==> config.mk <==
export PLATFORM = sky130hd
export DESIGN_NAME = pcrt_fifo
export DESIGN_NICKNAME = d
export VERILOG_FILES = /design/src/rtl/pcrt_pkg.sv /design/src/rtl/pcrt_fifo.sv
export SDC_FILE = /design/constraint.sdc
export NUM_CORES = 1
export LEC_CHECK = 0
export BUFFER_PORTS_ARGS = -buffer_cell sky130_fd_sc_hd__buf_2
export CAP_MARGIN = 20
export CORE_UTILIZATION = 30
export DETAILED_ROUTE_END_ITERATION = 8
export GPL_ROUTABILITY_DRIVEN = 0
export PLACE_DENSITY = 0.46
export RECOVER_POWER = 25
export SLEW_MARGIN = 40
export SYNTH_ARGS = -nofsm -noshare
export SYNTH_HDL_FRONTEND = slang
export SYNTH_SLANG_ARGS = --single-unit
==> constraint.sdc <==
create_clock -name clk_i -period 3.9 [get_ports clk_i]
set_input_delay 0.975 -clock clk_i [delete_from_list [all_inputs] [get_ports clk_i]]
set_output_delay 0.975 -clock clk_i [all_outputs]
set_load 0.005 [all_outputs]
==> src/rtl/pcrt_pkg.sv <==
// Types, state codes and constants shared by the point cloud transform core.
// No dependencies.
package pcrt_pkg;

  typedef logic signed [31:0] word_t;

  typedef struct packed {
    logic  cmd;
    word_t pose_tx;
    word_t pose_ty;
    word_t pose_tz;
    word_t quat_x;
    word_t quat_y;
    word_t quat_z;
    word_t quat_w;
    word_t point_x;
    word_t point_y;
    word_t point_z;
    logic  last_point;
  } in_beat_t;

  typedef struct packed {
    word_t world_x;
    word_t world_y;
    word_t world_z;
    logic  dropped;
    logic  saturated;
    logic  last_out;
  } out_beat_t;

  typedef struct packed {
    word_t px;
    word_t py;
    word_t pz;
    logic  drop;
    logic  last;
  } pt_t;

  typedef struct packed {
    word_t [8:0] rot;
    word_t [2:0] trans;
  } xform_t;

  typedef struct packed {
    logic busy;
  } back_stat_t;

  typedef enum logic [2:0] {
    ST_IDLE, ST_DRAIN, ST_MUL, ST_NUM, ST_DIV, ST_PUSH
  } fstate_e;

  localparam logic  CMD_POSE  = 1'b0;
  localparam logic  CMD_POINT = 1'b1;
  localparam logic [31:0] ONE_Q30 = 32'h4000_0000;
  localparam int    NUM_PROD  = 10;
  localparam int    NUM_ROT   = 9;
  localparam int    DIV_STEPS = 32;

  // product order: xx yy zz ww xy zw xz yw yz xw
  localparam logic [1:0] MUL_A [NUM_PROD] =
    '{2'd0, 2'd1, 2'd2, 2'd3, 2'd0, 2'd2, 2'd0, 2'd1, 2'd1, 2'd0};
  localparam logic [1:0] MUL_B [NUM_PROD] =
    '{2'd0, 2'd1, 2'd2, 2'd3, 2'd1, 2'd3, 2'd2, 2'd3, 2'd2, 2'd3};

  function automatic logic [31:0] mag32(word_t v);
    mag32 = v[31] ? (~v + 32'd1) : v;
  endfunction

endpackage

==> src/rtl/pcrt_fifo.sv <==
// Small point queue between front and back.
// Depends on pcrt_pkg.
module pcrt_fifo import pcrt_pkg::*; #(
  parameter int Depth = 4
) (
  input  logic clk_i,
  input  logic rst_ni,
  input  logic push_i,
  input  pt_t  push_data_i,
  input  logic pop_i,
  output pt_t  head_o,
  output logic empty_o,
  output logic full_o
);
  localparam int PtrW = (Depth > 1) ? $clog2(Depth) : 1;
  localparam int CntW = $clog2(Depth + 1);

  pt_t mem_q [Depth];
  logic [PtrW-1:0] wr_q, rd_q;
  logic [CntW-1:0] cnt_q;

  assign empty_o = (cnt_q == '0);
  assign full_o  = (cnt_q == CntW'(Depth));
  assign head_o  = mem_q[rd_q];

  always_ff @(posedge clk_i) begin
    if (push_i) mem_q[wr_q] <= push_data_i;
  end

  always_ff @(posedge clk_i or negedge rst_ni) begin
    if (!rst_ni) begin
      wr_q  <= '0;
      rd_q  <= '0;
      cnt_q <= '0;
    end else begin
      if (push_i) wr_q <= (wr_q == PtrW'(Depth - 1)) ? '0 : wr_q + PtrW'(1);
      if (pop_i)  rd_q <= (rd_q == PtrW'(Depth - 1)) ? '0 : rd_q + PtrW'(1);
      if (push_i && !pop_i) cnt_q <= cnt_q + CntW'(1);
      else if (pop_i && !push_i) cnt_q <= cnt_q - CntW'(1);
    end
  end
endmodule

; Word-level counts from Yosys, hierarchy flattened
; Memory sizes are Yosys's and may differ from the RTL's.
; Cells that the tools add are included.
[totals]
reg_bits = 7
ram_bits = 392
in_bits = 102
elab_cells = 23
memories = 1
[mem_list]
columns = memory, words, width, rd, rd_clocked_by_memory_dff, write_ports, line_no
row1 = mem_q, 4, 98, 1, 0, 1, pcrt_fifo.sv:18  ; pt_t mem_q [Depth];
[classes]
n_addsub = 4
n_eq_ne = 3
muxes = 6
reduce_logical = 6
[ops]
columns = operator, n
row1 = $mux W3, 2
row2 = $add A2 B1 Y2 const B, 2
row3 = $eq A2 B2 Y1 const B, 2
row4 = $mux W2, 2
row5 = $add A3 B1 Y3 const B, 1
row6 = $eq A3 B3 Y1 const B, 1
row7 = $logic_not A3 Y1, 1
row8 = $sub A3 B1 Y3 const B, 1
row9 = $logic_and A1 B1 Y1, 2
row10 = $logic_not A1 Y1, 2
row11 = $mux W1, 2
row12 = $reduce_bool A2 Y1, 1

; Depth between registers and ports, before layout
[logic_depth]
depth_word = 4
mapped_depth = 7
depth_no_buf = 7

; Least setup slack after synthesis
; Ideal clock, no wire load.
[synth_timing]
path_type = input to register
from = input push_i
to = memory mem_q[2][0] (netlist bit) (enable)
arrival_ns = 3.239
t_required_ns = 3.432
setup_slack_ns = 0.193
stages = 1
cell_sequence = and2_1
[synth_via]
elab_chain_cells = 2
[synth_rtl]
columns = element, line_no
row1 = "start, declared", pcrt_fifo.sv:8  ; input logic push_i,
row2 = $mux W1, pcrt_fifo.sv:27  ; if (push_i) mem_q[wr_q] <= push_data_i;
row3 = $mux W1 (not written as such), pcrt_fifo.sv:27
row4 = "end, declared", pcrt_fifo.sv:18
; No other way between the ends.

==> summary by stage <==
Status
The flow ran to the end, and the final reports show no timing, DRC or antenna violations.

Timing
The worst slew margin relative to its limit is a little under three fifths. The hold violation count in the final report came to 0. The count of final max-slew check failures is 0.

In the finished design, the share of the clock period the worst path needs comes to 82.0%. Timing would allow up to 0.313 GHz. After routing, the total negative slack on setup checks comes to 0 ns.

The number of failing setup endpoints in the final timing report is 0. Setup repair after global routing left no endpoint under its margin. For the pin with the worst max-slew slack, the measured transition is 0.663 ns. The final period demand of the worst path is 3.20 ns. Clock skew on the completed layout was measured at 0.0182 ns.

Floorplanning
The number of rows in the core area is 80. The count of pins on the block boundary is 202. The die is around 220 um tall. The die covers between 40000 and 50000 um2. Measured along the x axis, the die boundary spans roughly 220 um. The initial utilization of the core area, before any placement, comes to 30.6%. The area of the core region is 47900 um2.

Detailed routing
The total iterations of the first detailed-routing run is 4. In this run, the number of DRC markers left after iteration 0 of detailed routing was about 270. The total via count after detailed routing is 6429. The residual DRC count is 0.

The total wire length after detailed routing is 29900 um. Dividing the detail-routed wire length by the instance count gives 20.9 um. The final antenna-violating net count is 0. The number of vias per cell is 4.48.

Flow run
The number of maximum-capacitance violations is 0.

Worst setup path
The endpoint of the worst-slack reg-to-reg timing path is mem_q[2][31]. The worst reg2reg path startpoint is wr_q[0]. The worst setup path is captured at an output port. The largest single stage delay on the critical path is ~0.79 ns. The classification of the worst setup path is reg2out.

Measured in cells, the most critical reg-to-reg path has a length of 4. The worst path arrival time is 2.22 ns. The critical-path cell with the highest stage delay is sky130_fd_sc_hd__dfrtp_4. In this run the worst path has a maximum fanout of 39. The minimum setup slack among reg-to-reg paths is 1.98 ns. The end point of the critical path is head_o[3].

Traced cell by cell, the critical path runs through buf_12, mux4_2, buf_2. The sort of element at the start of the critical path is a flip-flop. The family of cells with the greatest summed delay on the critical path is flip-flops.

The combined buffer and inverter count along the critical path is 2. The start point of the critical path is rd_q[1]. In this run the number of cells on the critical path is 3. For the worst setup path, the data required time is 2.92 ns.

Power and ir drop
The part of the total power dissipated in combinational logic is 25.9%. For this design the static power due to leakage is 5.81 nW. The fraction of power spent switching nets is 27.0%. The power per cell area is 734 nW/um2. VDD sags by at most 344 uV. The internal power of the cells is between 9 and 10 mW. Of the total power, the clock network draws 29.9%. The net switching power is approximately 3.5 mW. Per report_power, the sequential group accounts for 44.2% of the total.

Worst hold path
The path class of the tightest hold or removal check is in2async.

Clock network
The worst-case clock buffer depth is 3. The number of resized instances in the post-cts repair step is 0. CTS placed an instance of sky130_fd_sc_hd__clkbuf_16 at the clock tree root. Hold repair after CTS inserted 0 buffers. The post-CTS setup-driven buffer insertion count is 0. The clock transition at the registers of the reported paths is around 0.06 ns. The TritonCTS clock tree is built. The CTS H-tree depth is 2. The sink count of the clock tree is 399.

At the later pin of the worst-skew pair, clock insertion delay measures 0.56 ns. The TritonCTS buffer count is 43.

Yosys
The number of distinct standard cells referenced by the synthesized netlist is 20. The synthesized netlist net count is about 660. The synthesized area per cell is 26.7 um2. The number of flops mapped to enable cells by yosys is 392. The most used flip-flop cell after synthesis is sky130_fd_sc_hd__edfxtp_1. Synthesis inferred 399 register bits.

Sequential cells were found to cover 81.5% of the synthesized design area. In the synthesized netlist, the number of instances is between 500 and 600. The post-synthesis instance area is 14700 um2.

For this run, the number of Yosys warnings is 0. The post-synthesis async set-or-reset flop share is 1.75%.

Finish
After the last flow step, the layout net total stands at 895. The share of final-layout standard cells stronger than drive strength 1 is 38.7%. The number of diodes added for antenna fixing is 0. The layout has 4404 filler cells. The layout overhead on the synthesized area is 20.9%.

The area of all placed cells without fillers is 17700 um2.

Global route
The initial antenna violation count is 4. The first-pass GRT wire length is 45200 um. The via count of the first global-routing pass came to 7071.

For this run, the total global-route usage over all layers was measured as about an eighth. The remaining global-route overflow is 0. Entering global routing, the biggest net connects 40 pins.

Placed design
After legalization and detailed placement, the total HPWL measured 17500 um. In this run the tool buffered the top-level ports with 201 buffer cells. Summing all placed instances gives a cell area of between 15000 and 20000 um2.
[power groups by stage]
stage / combinational [mW] / clock (mW) / sequential [mW]
3_5_place_dp: 3.52 / 0 / 5.85
2_1_floorplan: 2.26 / 0 / 5.75
4_1_cts: 3.53 / 4.02 / 5.76
3_3_place_gp: 3.53 / 0 / 5.84
5_1_grt: 3.69 / 4.18 / 5.82
6_report: 3.37 / 3.89 / 5.74
[synthesized netlist by cell type (all sizes together) (2+ instances only)]
master    n  area, um2
nand2     2       7.51
edfxtp  392      11800
mux2      3       33.8
xor2      2       17.5
and2      4       25.0
nor2      3       11.3
inv       4       15.0
dfrtp     7        175
buf      22        264
mux4     98       2210
o21ai     2       10.0
ha        6       75.1
[layout by cell type, fill, tap and decap left out, types with 2 or more instances in the layout]
cell                         Yosys  routed
sky130_fd_sc_hd__clkbuf_16       0      45
sky130_fd_sc_hd__xor2_1          2       2
sky130_fd_sc_hd__nor2_1          3       3
sky130_fd_sc_hd__mux4_2         98      98
sky130_fd_sc_hd__clkinv_1        0       6
sky130_fd_sc_hd__inv_1           4       4
sky130_fd_sc_hd__clkinv_2        0       5
sky130_fd_sc_hd__clkbuf_8        0       3
sky130_fd_sc_hd__ha_1            6       6
sky130_fd_sc_hd__buf_12          9      13
sky130_fd_sc_hd__mux2_2          3       3
sky130_fd_sc_hd__edfxtp_1      392     392
sky130_fd_sc_hd__dfrtp_1         7       5
sky130_fd_sc_hd__dfrtp_4         0       2
sky130_fd_sc_hd__and2_4          0       4
sky130_fd_sc_hd__o21ai_0         2       2
sky130_fd_sc_hd__bufinv_16       0       2
sky130_fd_sc_hd__buf_2          10     140
sky130_fd_sc_hd__clkbuf_1        0      76
sky130_fd_sc_hd__nand2_1         2       2
sky130_fd_sc_hd__clkinvlp_4      0       2
[sequential cells by signal, summed over array words and instances, names as in the netlist]
name / count
wr_q: 2
mem_q: 392
cnt_q: 3
rd_q: 2
[cell families after synthesis]
| group | after synthesis | synth area share (%) |
|---|---|---|
| DFF | 399 | 81.5 |
| muxes | 101 | 15.3 |
| buffers and inverters | 26 | 1.90 |
| and+or+nand+nor | 11 | 0.384 |
| adders and majority gates | 7 | 0.649 |
| xor gates and xnor gates | 3 | 0.179 |
| AOI/OAI and AO/OA | 2 | 0.0683 |
[layout make-up]
type | instances | area [um2] | share of cell area (%)
clock buffers | 63 | 1220 | 6.91
inverters | 4 | 15.0 | 0.0848
repair buffers | 214 | 1190 | 6.72
clock inverters | 15 | 123 | 0.692
multi-input cells | 124 | 2440 | 13.8
well taps | 615 | 769 | 4.34
flip-flops and latches | 399 | 12000 | 67.5
[metal layers]
metal / track usage, % / wire length [um]
met5: 0 / 53
met4: 4.05 / 769
met3: 4.28 / 2000
met2: 19.7 / 14300
met1: 15.5 / 12900
[stage by stage]
| step | utilization [%] | cells | total power [mW] | setup WS [ns] | hold slack [ns] |
|---|---|---|---|---|---|
| global placement | 34.3 | 1356 | 9.37 | 1.22 | 0.474 |
| detailed placement | 34.3 | 1356 | 9.37 | 1.24 | 0.480 |
| global route | 36.9 | 1434 | 13.7 | 0.573 | 0.334 |
| floorplan | - | 549 | 8.01 | 0.193 | 0.456 |
| finish | 36.9 | 1434 | 13.0 | 0.702 | 0.316 |
| CTS | 37.1 | 1434 | 13.3 | 0.623 | 0.218 |
[how the worst min path moves through the flow]
stage / from / end
2_1_floorplan: cnt_q[2] / cnt_q[2]
4_1_cts: rst_ni / wr_q[1]
3_5_place_dp: cnt_q[2] / cnt_q[2]
6_report: rst_ni / wr_q[1]
5_1_grt: rst_ni / wr_q[0]
3_3_place_gp: cnt_q[2] / cnt_q[2]
No activity file was read; power rests on OpenSTA's default activity.
